===== src/design/mtnp_pkg.sv =====
package mtnp_pkg;

  // Result kinds
  typedef enum logic [2:0] {
    EV_NOTE_START = 3'd0,
    EV_NOTE_END   = 3'd1,
    EV_TEMPO      = 3'd2,
    EV_LOOP_BACK  = 3'd3,
    EV_FINISHED   = 3'd4,
    EV_ERROR      = 3'd5
  } event_kind_t;

  // Byte parser phases
  typedef enum logic [9:0] {
    PH_DELTA      = 10'b00_0000_0001,
    PH_STATUS     = 10'b00_0000_0010,
    PH_DATA1      = 10'b00_0000_0100,
    PH_DATA2      = 10'b00_0000_1000,
    PH_META_TYPE  = 10'b00_0001_0000,
    PH_META_LEN   = 10'b00_0010_0000,
    PH_META_BODY  = 10'b00_0100_0000,
    PH_SYSEX_ID   = 10'b00_1000_0000,
    PH_SYSEX_SKIP = 10'b01_0000_0000,
    PH_HALT       = 10'b10_0000_0000
  } phase_t;

  localparam logic [7:0] ST_META      = 8'hFF;
  localparam logic [7:0] ST_SYSEX     = 8'hF0;
  localparam logic [7:0] SYSEX_AME    = 8'h75;
  localparam logic [7:0] SYSEX_END    = 8'hF7;
  localparam logic [7:0] META_EOT     = 8'h2F;
  localparam logic [7:0] META_TEMPO   = 8'h51;
  localparam logic [7:0] PROG_NONE    = 8'hFF;
  localparam logic [3:0] HI_NOTE_OFF  = 4'h8;
  localparam logic [3:0] HI_NOTE_ON   = 4'h9;
  localparam logic [3:0] HI_POLY      = 4'hA;
  localparam logic [3:0] HI_PROGRAM   = 4'hC;
  localparam logic [3:0] HI_PRESSURE  = 4'hD;
  localparam logic [3:0] HI_SYSTEM    = 4'hF;
  localparam logic [3:0] PASSES_RESET = 4'd2;
  localparam int         EPOCH_W      = 4;

  typedef struct packed {
    event_kind_t  kind;
    logic [31:0]  tick;
    logic [3:0]   channel;
    logic [7:0]   note;
    logic [7:0]   program_res;
    logic [15:0]  note_number;
    logic [23:0]  tempo;
  } result_t;

endpackage


===== src/design/mtnp_ifs.sv =====


interface mtnp_event_if;
  logic        valid;
  logic        ready;
  logic [2:0]  event_kind;
  logic [31:0] tick;
  logic [3:0]  channel;
  logic [7:0]  note;
  logic [7:0]  program_res;
  logic [15:0] note_number;
  logic [23:0] tempo;

  modport source (output valid, event_kind, tick, channel, note, program_res, note_number,
                  tempo, input ready);
  modport sink (input valid, event_kind, tick, channel, note, program_res, note_number,
                tempo, output ready);
endinterface


===== src/design/mtnp_out_queue.sv =====
module mtnp_out_queue (
  input  logic              clk,
  input  logic              rst,
  input  logic              push,
  input  mtnp_pkg::result_t item,
  output logic              full,
  mtnp_event_if.source      event_out
);
  import mtnp_pkg::*;

  result_t    q0;
  result_t    q1;
  logic [1:0] count;
  logic       pop;

  assign pop  = event_out.valid && event_out.ready;
  assign full = (count == 2'd2);

  // Advance the two-entry queue
  always_ff @(posedge clk) begin
    if (rst) begin
      count <= 2'd0;
    end else begin
      count <= count + {1'b0, push} - {1'b0, pop};
    end
  end

  always_ff @(posedge clk) begin
    if (pop) begin
      if (count == 2'd2) begin
        q0 <= q1;
        if (push) q1 <= item;
      end else if (push) begin
        q0 <= item;
      end
    end else if (push) begin
      if (count == 2'd0) q0 <= item;
      else q1 <= item;
    end
  end

  // Present the head item
  assign event_out.valid       = (count != 2'd0);
  assign event_out.event_kind  = q0.kind;
  assign event_out.tick        = q0.tick;
  assign event_out.channel     = q0.channel;
  assign event_out.note        = q0.note;
  assign event_out.program_res = q0.program_res;
  assign event_out.note_number = q0.note_number;
  assign event_out.tempo       = q0.tempo;

endmodule


===== src/flat_wrapper.sv =====
// flat-port wrapper written by rule: the top's interface ports become plain ports
module mtnp_out_queue_flat import mtnp_pkg::*;
  (clk, rst, push, item, full, event_out_valid, event_out_event_kind, event_out_tick, event_out_channel, event_out_note, event_out_program_res, event_out_note_number, event_out_tempo, event_out_ready);
  mtnp_event_if event_out_i ();
  input  logic clk;
  input  logic rst;
  input  logic push;
  input  mtnp_pkg::result_t item;
  output logic full;
  output wire logic [$bits(event_out_i.valid)-1:0] event_out_valid;
  output wire logic [$bits(event_out_i.event_kind)-1:0] event_out_event_kind;
  output wire logic [$bits(event_out_i.tick)-1:0] event_out_tick;
  output wire logic [$bits(event_out_i.channel)-1:0] event_out_channel;
  output wire logic [$bits(event_out_i.note)-1:0] event_out_note;
  output wire logic [$bits(event_out_i.program_res)-1:0] event_out_program_res;
  output wire logic [$bits(event_out_i.note_number)-1:0] event_out_note_number;
  output wire logic [$bits(event_out_i.tempo)-1:0] event_out_tempo;
  input wire logic [$bits(event_out_i.ready)-1:0] event_out_ready;
  assign event_out_valid = event_out_i.valid;
  assign event_out_event_kind = event_out_i.event_kind;
  assign event_out_tick = event_out_i.tick;
  assign event_out_channel = event_out_i.channel;
  assign event_out_note = event_out_i.note;
  assign event_out_program_res = event_out_i.program_res;
  assign event_out_note_number = event_out_i.note_number;
  assign event_out_tempo = event_out_i.tempo;
  assign event_out_i.ready = event_out_ready;
  mtnp_out_queue u_core (.clk(clk), .rst(rst), .push(push), .item(item), .full(full), .event_out(event_out_i));
endmodule

===== config.mk =====
export PLATFORM = sky130hd
export DESIGN_NAME = mtnp_out_queue_flat
export DESIGN_NICKNAME = d
export VERILOG_FILES = /design/src/design/mtnp_pkg.sv /design/src/design/mtnp_ifs.sv /design/src/design/mtnp_out_queue.sv /design/src/flat_wrapper.sv
export SDC_FILE = /design/constraint.sdc
export NUM_CORES = 1
export LEC_CHECK = 0
export BUFFER_PORTS_ARGS = -buffer_cell sky130_fd_sc_hd__buf_2
export CORE_AREA = 4 4 134 136
export CTS_BUF_LIST = sky130_fd_sc_hd__clkbuf_4 sky130_fd_sc_hd__clkbuf_8
export DETAILED_ROUTE_END_ITERATION = 12
export DIE_AREA = 0 0 138 140
export PLACE_DENSITY = 0.79
export SYNTH_ARGS = -nofsm -noshare
export SYNTH_HDL_FRONTEND = slang
export SYNTH_SLANG_ARGS = --single-unit

===== constraint.sdc =====
create_clock -name clk -period 10 [get_ports clk]
set_input_delay 2 -clock clk [delete_from_list [all_inputs] [get_ports clk]]
set_output_delay 2 -clock clk [all_outputs]
set_load 0.005 [all_outputs]

Word level (Yosys, flattened, before mapping)
Cells that the tools add are included.
{"block": "totals", "ff_bits": 192, "latchBits": 0, "ramBits": 0, "rom_bits": 0, "inputBits": 99, "output_inout_bits": 97, "word_cells": 38, "memories": 0}
{"block": "classes", "add_sub_neg": 2, "n_mul": 0, "div_mod_pow": 0, "n_lt_le_gt_ge": 0, "eq_ne": 4, "shift": 0, "n_mux": 9, "bitwise_logic": 0, "reduce_logical": 8}
{"op": "two-way mux 95 bit", "count": 9}
{"op": "nonzero test 2 bit", "count": 4}
{"op": "inequality test 2 bit (second input constant)", "count": 2}
{"op": "AND reduction 4 bit", "count": 1}
{"op": "AND reduction 3 bit", "count": 1}
{"op": "adder 2 x 1 -> 2 bit", "count": 1}
{"op": "equality test 2 bit (second input constant)", "count": 1}
{"op": "logical NOT 2 bit", "count": 1}
{"op": "inequality test 2 x 1 -> 1 bit (second input constant)", "count": 1}
{"op": "subtractor 2 x 1 -> 2 bit", "count": 1}
{"op": "logical AND 1 bit", "count": 1}

Depth between registers and ports, before layout
Gate-level depths: netlist of the first run.
{"block": "depth", "ltp_word": 4, "depth_mapped": 8, "depth_no_buf": 6}

Least setup slack after synthesis of the first run
OpenSTA, ideal clock, no wires.
{"block": "synth_timing", "path_kind": "input to register", "startpoint": "in event_out_ready", "endpoint": "reg u_core.q0 (netlist bit u_core.event_out.channel[0]), enable pin", "setup_time_ns": 0.680, "arrival_time_ns": 8.713, "t_required_ns": 9.320, "path_slack_ns": 0.608, "cell_stages": 2, "cell_sequence": "mux2i_1 > o21ai_0"}
{"block": "synth_via", "elab_chain_len": 3, "elab_cells_between_ends": 4, "classes_between": "reduce/logical: 4"}
{"item": "from (decl)", "line": "flat_wrapper.sv:18", "rtl": "input wire logic [$bits(event_out_i.ready)-1:0] event_out_ready;"}
{"item": "logical AND 1 bit *", "line": "mtnp_out_queue.sv:16", "rtl": "assign pop = event_out.valid && event_out.ready;"}
{"item": "nonzero test 2 bit (no source line)"}
{"item": "AND reduction 3 bit (no source line) *"}
{"item": "to (signal assigned)", "line": "mtnp_out_queue.sv:31", "rtl": "q0 <= q1;"}
{"item": "to (signal assigned)", "line": "mtnp_out_queue.sv:34", "rtl": "q0 <= item;"}
{"item": "to (signal assigned)", "line": "mtnp_out_queue.sv:37", "rtl": "if (count == 2'd0) q0 <= item;"}
{"item": "to (decl)", "line": "mtnp_out_queue.sv:11", "rtl": "result_t q0;"}
Mark *: on every way between the ends. The rest lies on a longest branch, timed or not.
A chain may end at the register's enable or synchronous reset.

Worst setup path in the final report of the first run
{"block": "layout_timing", "startpoint": "in event_out_ready", "endpoint": "reg u_core.q0 (netlist bit u_core.event_out.tempo[22]) (data pin)"}
{"block": "layout_via", "elab_chain_len": 2}
{"item": "logical AND 1 bit", "line": "mtnp_out_queue.sv:16"}
{"item": "two-way mux 95 bit", "line": "mtnp_out_queue.sv:29", "rtl": "if (pop) begin"}
No other way between the ends.

==> results of run 1 <==
## per-layer routing
metal	part of all wire [%]	wire length, um	up-vias	track usage, %
met4	1.8	238	0	5.20
met3	7.7	1020	17	5.77
met1	41	5470	1747	17.0
li1	-	-	1649	-
met5	0	0	-	0
met2	49	6490	132	23.0
## cells by family (layout without fill, tap and decap cells)
logic type | count (synthesis) | after routing | synth area share [%]
and+or+nand+nor | 9 | 9 | 0.787
adders and majority gates | 1 | 1 | 0.175
AOI/OAI and AO/OA | 3 | 3 | 0.245
buffers and inverters | 11 | 229 | 1.19
DFF | 192 | 192 | 80.3
muxes | 97 | 97 | 17.3
## metrics by stage
step	util, %	area [um2]	hold slack [ns]
after floorplan	-	7150	0.525
after global placement	49.4	8370	0.527
after detailed placement	49.4	8370	0.533
after CTS	51.6	8740	0.553
after global routing	51.6	8740	0.560
final	51.6	8740	0.548
## final timing paths
path	start	endpoint	slack (ns)	cells past startpoint
min reg2reg	u_core.q1[62]	u_core.event_out.tick[2]	0.55	1
max reg2reg	u_core.count[0]	u_core.event_out.tempo[22]	7.42	4
max	event_out_ready	u_core.event_out.tempo[22]	6.30	4
min	u_core.q1[62]	u_core.event_out.tick[2]	0.55	1
## synthesized netlist by cell type
cell type and count:
nor2b_1 2, edfxtp_1 190, or2_2 1, nand2_2 1, nor2b_4 1, mux2_2 57, inv_1 1, ha_1 1
buf_2 5, nor2_1 1, buf_6 5, o21ai_0 2, mux2_4 39, dfxtp_1 2, mux2i_1 1, nand2_1 2
a21boi_0 1, and3_1 1
## final cells by class
class | instances | area [um2]
repair buffers | 198 | 998
fillers | 1412 | 8200
clock inverters | 11 | 116
well taps | 225 | 282
flip-flops and latches | 192 | 5750
inverters | 1 | 3.75
clock buffers | 19 | 249
multi-input cells | 110 | 1350
## state kept, by name, summed over array words and instances (netlist names)
| name | flops |
|---|---|
| u_core.count | 2 |
| u_core.event_out.channel | 4 |
| u_core.event_out.program_res | 8 |
| u_core.event_out.event_kind | 3 |
| u_core.event_out.note_number | 16 |
| u_core.q1 | 95 |
| u_core.event_out.note | 8 |
| u_core.event_out.tempo | 24 |
| u_core.event_out.tick | 32 |
## worst max-delay path, stage by stage
cell,delay (ns)
buf_2,0.15
nand2_4,0.51
buf_4,0.75
mux2_2,0.41
## power groups by stage
| stage | registers, mW | logic (mW) | clock network (mW) |
|---|---|---|---|
| after global placement | 0.985 | 0.129 | 0 |
| after global routing | 0.974 | 0.144 | 0.537 |
| final | 0.968 | 0.131 | 0.480 |
| after detailed placement | 0.987 | 0.135 | 0 |
| after CTS | 0.970 | 0.135 | 0.503 |
| after floorplan | 1.00 | 0.0523 | 0 |
==> metrics, run 1 <==
status finished, final reports clean; Post-Place Setup Slack 5.82 ns; Overall Power 1.58 mW; Slew HR 16.5%; # resized after CTS 0; CTS tree done; core area 16900 um2; max cap viols 0; H-Tree Level Count 4; CP required 10.20 ns; DP HPWL 9060 um; number of global-route vias before repair 4009; global-route wire length before repair 21600 um; Final Skew 0.0103 ns; commonest non-fill, non-tap cell in the layout buf_2; Synth warnings 0; clock insertion delay at the later pin of the skew report 0.45 ns; Tmin final 3.70 ns; Synth area leaders edfxtp_1, mux2_2, mux2_4; Max VDD drop 0.111 mV; Synth area leader edfxtp_1; grt ovf 0; cell area after synthesis 7150 um2; fin nets 620; Die Span X 138 um; routed vias 3545; crit end category flop; max-slew violation count 0; Final Cycle Share 37.0%; Distinct cells, synth 18; Psw 0.339 mW; final setup fails 0; Post-Syn Area per Cell 22.9 um2; leakage power total 3.47 nW; clk buf depth 2; Power Density 181 nW/um2; Max Fanout on Critical Path 49; Num CTS Buffers 17; Power Internal 1.24 mW; Post-CTS Hold Buffers 0; Post-Syn Instances 313; Mapped Nets 413; setup bufs post-CTS 0; RSZ-0062 raised after global routing false; Clk pwr share 30.4%; I/O pins 196; Crit Path Category in2reg; clock root cell clkbuf_8; Hold Violations, Final 0; CP Data Arrival Time 3.91 ns; commonest cells after routing, fill and taps aside buf_2, edfxtp_1, mux2_2; total routed wirelength 13200 um; initial core utilization 42.2%; #FFs+latches synth 192; Clock Sink Count 192; Die H 140 um; largest net degree at the start of global routing 96; Reg power frac 61.3%; n_diodes 0; Area Overhead vs Synth 22.2%; Via density 4.69; Layout Cells excl Fill 756; WL per Instance 17.5 um; Placer Congestion 0.725; Clock transition at path regs 0.09 ns; DP Cell Count 726; Slew @ Worst Pin 1.25 ns; Starting DRT DRC Count 179; share of cells above drive strength 1 61.8%; Max Clock Freq 270 MHz; GRT Util Overall 14.1%; Seq/Total Area, Yosys 80.3%; Final WS setup 6.30 ns; initial antenna violation count 0; Worst setup SP type primary input; First-pass DRT Iterations 4; Comb pwr share 8.3%; switching share of power 21.4%; DIE AREA 19300 um2; setup TNS 0 ns; Post-route DRC 0; Post-DRT Antenna Nets 0; floorplan row count 48; worst hold path type reg2reg; port bufs 195; share of the synthesized area in the top cell type 79.7%
Power figures use the tool's default switching activity.
==> run 2: changes to the inputs <==
--- a/config.mk
+++ b/config.mk
@@ -10,7 +10,7 @@
 export CTS_BUF_LIST = sky130_fd_sc_hd__clkbuf_4 sky130_fd_sc_hd__clkbuf_8
 export DETAILED_ROUTE_END_ITERATION = 12
 export DIE_AREA = 0 0 138 140
-export PLACE_DENSITY = 0.79
+export PLACE_DENSITY = 0.82
 export SYNTH_ARGS = -nofsm -noshare
 export SYNTH_HDL_FRONTEND = slang
 export SYNTH_SLANG_ARGS = --single-unit
==> constraint.sdc (replaced) <==
create_clock -name clk -period 3.39 [get_ports clk]
set_input_delay 0.678 -clock clk [delete_from_list [all_inputs] [get_ports clk]]
set_output_delay 0.678 -clock clk [all_outputs]
set_load 0.005 [all_outputs]
==> metrics, run 2 (synthesis gave the netlist of run 1 again) <==
status finished, final reports clean (unchanged); final setup fails 0 (unchanged); Clock Sink Count 192 (unchanged); # resized after CTS 0 (unchanged); Power Density 539 nW/um2 (was 181 nW/um2); Max Clock Freq 506 MHz; Hold Violations, Final 0 (unchanged); global-route wire length before repair 20700 um (was 21600 um); min-delay src item[36] (was u_core.q1[62]); Final Cycle Share 58.3%; number of global-route vias before repair 3916 (was 4009); max cap viols 0 (unchanged); CP Data Arrival Time 1.30 ns (was 3.91 ns); DP HPWL 8750 um (was 9060 um); max reg flops 95 (unchanged); clock insertion delay at the later pin of the skew report 0.45 ns (about the same); initial core utilization 42.2% (unchanged); Post-route DRC 0 (unchanged); core area 16900 um2 (unchanged); Hold Crit Depth 1 (unchanged); Crit Path Category reg2out (was in2reg); Area Overhead vs Synth 23.3% (was 22.2%); sink of the worst hold path u_core.q1[36] (was u_core.event_out.tick[2]); DIE AREA 19300 um2 (unchanged); setup bufs post-CTS 0 (unchanged); floorplan row count 48 (unchanged); Final Skew 0.0146 ns (was 0.0103 ns); Largest Register u_core.q1 (unchanged); Critical R2R Launch u_core.count[0] (unchanged); n_diodes 0 (unchanged); Starting DRT DRC Count 210 (was 179); Die Span X 138 um (unchanged); CTS tree done (unchanged); H-Tree Level Count 4 (unchanged); commonest cells after routing, fill and taps aside buf_2, edfxtp_1, mux2_2 (unchanged); largest net degree at the start of global routing 96 (unchanged); hold slack 0.411 ns (was 0.548 ns); worst hold path type in2reg (was reg2reg); Slew HR 58.1% (was 16.5%); R2R depth 4 (unchanged); reg2reg setup slack 1.56 ns (was 7.42 ns); Tmin final 1.98 ns; clk buf depth 2 (unchanged); max-slew violation count 0 (unchanged); First-pass DRT Iterations 4 (unchanged); I/O pins 196 (unchanged); Post-CTS Hold Buffers 0 (unchanged); leakage power total 3.50 nW (was 3.47 nW); fin nets 621 (was 620); GRT Util Overall 13.6% (was 14.1%); clock root cell clkbuf_8 (unchanged); CP required 2.71 ns (was 10.20 ns); total routed wirelength 13000 um (was 13200 um); WL per Instance 17.2 um (was 17.5 um); worst r2r dst u_core.event_out.tempo[11] (was u_core.event_out.tempo[22]); setup TNS 0 ns (unchanged); routed vias 3564 (was 3545); share of cells above drive strength 1 61.4% (was 61.8%); Die H 140 um (unchanged); Num CTS Buffers 17 (unchanged); Via density 4.70 (was 4.69); grt ovf 0 (unchanged); Max VDD drop 0.412 mV (was 0.111 mV); crit end category primary output (was flop); Max Fanout on Critical Path 5 (was 49); port bufs 195 (unchanged); Clock transition at path regs 0.10 ns (was 0.09 ns); Placer Congestion 0.723 (was 0.725); commonest non-fill, non-tap cell in the layout buf_2 (unchanged); initial antenna violation count 1 (was 0); Worst setup SP type flop (was primary input); Post-DRT Antenna Nets 0 (unchanged); Slew @ Worst Pin 0.628 ns (was 1.25 ns); RSZ-0062 raised after global routing false (unchanged)
[run 2: where the power goes]
group          switching (mW)  total (mW)  internal (mW)
clock network           0.786        1.51          0.725
logic                   0.201       0.394          0.194
registers              0.0433        2.85           2.81
total                    1.03        4.76           3.73
[run 2: area by class of cell]
| type | instances | area (um2) |
|---|---|---|
| fillers | 1410 | 8120 |
| flip-flops and latches | 192 | 5750 |
| multi-input cells | 110 | 1350 |
| repair buffers | 199 | 1040 |
| well taps | 225 | 282 |
| clock buffers | 17 | 234 |
| clock inverters | 15 | 165 |
| inverters | 1 | 3.75 |
[run 2: worst max-delay path, stage by stage (launching register included)]
cell and delay, ns:
dfxtp_1 0.39, or2_2 0.33, buf_2 0.14
[run 2: layer usage]
| layer | wire length [um] | vias up | global-route usage [%] |
|---|---|---|---|
| met5 | 13 | - | 0 |
| met4 | 259 | 2 | 5.56 |
| met3 | 1020 | 25 | 5.80 |
| met2 | 6360 | 137 | 22.0 |
| met1 | 5390 | 1743 | 16.2 |
| li1 | - | 1657 | - |
[run 2: stage by stage]
step,power [mW],utilization [%],std cells,worst slack (ns),cell area (um2)
2_1_floorplan,3.08,-,313,0.633,7170
3_3_place_gp,3.29,49.7,727,1.32,8420
3_5_place_dp,3.31,49.7,727,1.28,8420
4_1_cts,4.82,52.1,759,1.36,8820
5_1_grt,4.98,52.1,759,1.31,8820
6_report,4.76,52.1,759,1.41,8820
[run 2: worst max-delay path by stage]
stage | endpoint | startpoint | depth (start not counted) | slack, ns
floorplan | u_core.event_out.channel[0] | event_out_ready | 2 | 0.63
global placement | u_core.q1[72] | event_out_ready | 4 | 1.32
detailed placement | u_core.q1[67] | event_out_ready | 4 | 1.28
CTS | event_out_valid | u_core.count[0] | 2 | 1.36
global route | event_out_valid | u_core.count[0] | 2 | 1.31
finish | event_out_valid | u_core.count[0] | 2 | 1.41
==> run 3: changes to the inputs <==
--- a/config.mk
+++ b/config.mk
@@ -5,11 +5,12 @@
 export SDC_FILE = /design/constraint.sdc
 export NUM_CORES = 1
 export LEC_CHECK = 0
+export ABC_AREA = 1
 export BUFFER_PORTS_ARGS = -buffer_cell sky130_fd_sc_hd__buf_2
-export CORE_AREA = 4 4 134 136
+export CORE_AREA = 4 4 133 135
 export CTS_BUF_LIST = sky130_fd_sc_hd__clkbuf_4 sky130_fd_sc_hd__clkbuf_8
 export DETAILED_ROUTE_END_ITERATION = 12
-export DIE_AREA = 0 0 138 140
+export DIE_AREA = 0 0 137 139
 export PLACE_DENSITY = 0.82
 export SYNTH_ARGS = -nofsm -noshare
 export SYNTH_HDL_FRONTEND = slang
==> constraint.sdc (replaced) <==
create_clock -name clk -period 1.8 [get_ports clk]
set_input_delay 0.36 -clock clk [delete_from_list [all_inputs] [get_ports clk]]
set_output_delay 0.36 -clock clk [all_outputs]
set_load 0.005 [all_outputs]
==> metrics, run 3 <==
status finished, final reports clean (unchanged); share of the synthesized area in the top cell type 81.2% (was 79.7%); Critical R2R Launch u_core.count[0] (unchanged); WL per Instance 14.4 um (was 17.2 um); Synth area leaders edfxtp_1, nand2_1, dfxtp_1 (was edfxtp_1, mux2_2, mux2_4); switching share of power 22.7% (was 21.6%); worst hold path type in2reg (unchanged); Hold Crit Depth 2 (was 1); Clk pwr share 29.8% (was 31.7%); final setup fails 0 (unchanged); CP Data Arrival Time 1.78 ns (was 1.30 ns); number of global-route vias before repair 4202 (was 3916); core area 16500 um2 (was 16900 um2); Max Fanout on Critical Path 26 (was 5); hold slack 0.0796 ns (was 0.411 ns); Synth area leader edfxtp_1 (unchanged); max-slew violation count 0 (unchanged); Final WS setup 0.136 ns (was 1.41 ns); Area Overhead vs Synth 24.2% (was 23.3%); commonest cells after routing, fill and taps aside nand2_1, buf_2, edfxtp_1 (was buf_2, edfxtp_1, mux2_2); crit end category flop (was primary output); setup TNS 0 ns (unchanged); Main synth FF type edfxtp_1 (unchanged); RSZ-0062 raised after global routing false (unchanged); Power Internal 6.66 mW (was 3.73 mW); Worst path slowest cell buf_4 (was dfxtp_1); setup bufs post-CTS 0 (unchanged); Slowest Stage Delay on Critical Path 0.40 ns (was 0.39 ns); Max Clock Freq 601 MHz; Synth warnings 0 (unchanged); fin nets 823 (was 621); Psw 1.95 mW (was 1.03 mW); share of cells above drive strength 1 32.8% (was 61.4%); max cap viols 0 (unchanged); Post-CTS Hold Buffers 0 (unchanged); First-pass DRT Iterations 4 (unchanged); clock root cell clkbuf_8 (unchanged); initial antenna violation count 3 (was 1); commonest non-fill, non-tap cell in the layout nand2_1 (was buf_2); count leader, synth nand2_1 (was edfxtp_1); #FFs+latches synth 192 (unchanged); grt ovf 0 (unchanged); Num CTS Buffers 17 (unchanged); port bufs 195 (unchanged); Comb pwr share 8.4% (was 8.3%); Starting DRT DRC Count 242 (was 210); Clock Sink Count 192 (unchanged); initial core utilization 42.7% (was 42.2%); largest net degree at the start of global routing 68 (was 96); cell area after synthesis 7030 um2 (was 7150 um2); Post-route DRC 0 (unchanged); DP HPWL 9820 um (was 8750 um); Crit Path Category reg2reg (was reg2out); # resized after CTS 0 (unchanged); DIE AREA 19000 um2 (was 19300 um2); Reg power frac 61.8% (was 60.0%); Slew @ Worst Pin 0.359 ns (was 0.628 ns); Post-synth EDFFs 190 (unchanged); synth cell count leaders nand2_1, edfxtp_1, buf_2, clkbuf_1, inv_1 (was edfxtp_1, mux2_2, mux2_4, buf_2, buf_6); Distinct cells, synth 16 (was 18); Via density 4.45 (was 4.70); I/O pins 196 (unchanged); sink of the worst hold path u_core.count[0] (was u_core.q1[36]); global-route wire length before repair 21700 um (was 20700 um); worst r2r dst u_core.event_out.note[5] (was u_core.event_out.tempo[11]); routed vias 4247 (was 3564); n_diodes 0 (unchanged); Die H 139 um (was 140 um); Slew HR 76.0% (was 58.1%); Post-Syn Area per Cell 13.6 um2 (was 22.9 um2); Post-DRT Antenna Nets 0 (unchanged); Placer Congestion 0.774 (was 0.723); leakage power total 3.70 nW (was 3.50 nW); Mapped Nets 617 (was 413); Hold Violations, Final 0 (unchanged); GRT Util Overall 14.8% (was 13.6%); Final Cycle Share 92.4%; CP required 1.91 ns (was 2.71 ns); Clock transition at path regs 0.09 ns (was 0.10 ns); Final Skew 0.0121 ns (was 0.0146 ns); Worst setup SP type flop (unchanged); total routed wirelength 13700 um (was 13000 um); CTS tree done (unchanged); Die Span X 137 um (was 138 um); reg2reg setup slack 0.14 ns (was 1.56 ns); min-delay src rst (was item[36]); asr flop ratio synth 0% (unchanged); ordered cell list for the critical path inv_1, nand2_1, a22oi_2, buf_4 (was or2_2, buf_2); Largest Register u_core.q1 (unchanged); Power Density 986 nW/um2 (was 539 nW/um2); H-Tree Level Count 4 (unchanged); floorplan row count 47 (was 48); Seq/Total Area, Yosys 81.8% (was 80.3%); Max VDD drop 0.496 mV (was 0.412 mV); clock insertion delay at the later pin of the skew report 0.45 ns (about the same); clk buf depth 2 (unchanged); R2R depth 4 (unchanged); CP startpoint u_core.count[0] (unchanged); max reg flops 95 (unchanged); Tmin final 1.66 ns; Post-Place Setup Slack 0.128 ns (was 1.28 ns); Post-Syn Instances 517 (was 313)
-- run 3: cell types whose count changed after synthesis, moves of 2 or more --
cell,change
buf_4,+5
mux2_2,-57
buf_2,+2
a21oi_1,+2
nor2b_1,-2
o21ai_0,-2
clkbuf_1,+7
inv_1,+5
mux2_4,-39
buf_6,-4
nand2_1,+287
-- run 3: per-stage QoR --
step	std cells	power [mW]	area, um2	util [%]
6_report	955	8.60	8730	53.0
5_1_grt	955	9.00	8730	53.0
4_1_cts	955	8.70	8730	53.0
3_5_place_dp	924	6.16	8370	50.9
3_3_place_gp	924	6.13	8370	50.9
2_1_floorplan	517	5.72	7050	-
-- run 3: how the worst max path moves through the flow --
stage | end | slack (ns) | cells after the start
2_1_floorplan | u_core.event_out.channel[0] | -1.92 | 2
3_5_place_dp | u_core.event_out.note_number[2] | 0.13 | 4
3_3_place_gp | u_core.q1[34] | 0.21 | 5
6_report | u_core.event_out.note[5] | 0.14 | 4
4_1_cts | u_core.event_out.note_number[13] | 0.12 | 4
5_1_grt | u_core.event_out.program_res[4] | 0.03 | 4
-- run 3: power by group through the flow --
stage          combinational (mW)  sequential, mW  clock, mW
2_1_floorplan               0.261            5.46          0
3_3_place_gp                0.716            5.42          0
3_5_place_dp                0.740            5.42          0
4_1_cts                     0.738            5.32       2.64
5_1_grt                     0.811            5.34       2.85
6_report                    0.721            5.32       2.56
-- run 3: final cells by class --
class,count,area (um2)
fill,1396,7740
sequential,192,5750
multi-input combinational,298,1170
timing repair buffer,207,1150
tap,220,275
clock buffer,18,241
clock inverter,13,114
inverter,7,27.5
-- run 3: cell families after synthesis --
group / share of synthesized area [%]
and+or+nand+nor: 15.9
adders and majority gates: 0.178
buffers and inverters: 1.94
AOI/OAI and AO/OA: 0.249
DFF: 81.8
-- run 3: critical path, delay by kind of cell (launching register included) --
family / cells / cell delay (ns)
buffers and inverters: 2 / 0.52
flip-flops: 1 / 0.33
AO/OA/AOI/OAI: 1 / 0.32
AND/OR/NAND/NOR: 1 / 0.16
-- run 3: layer usage --
metal,GRT usage (%),part of all wire [%]
met3,5.70,8.0
met5,0,0.30
met2,25.1,51
met4,4.73,1.5
met1,17.3,39
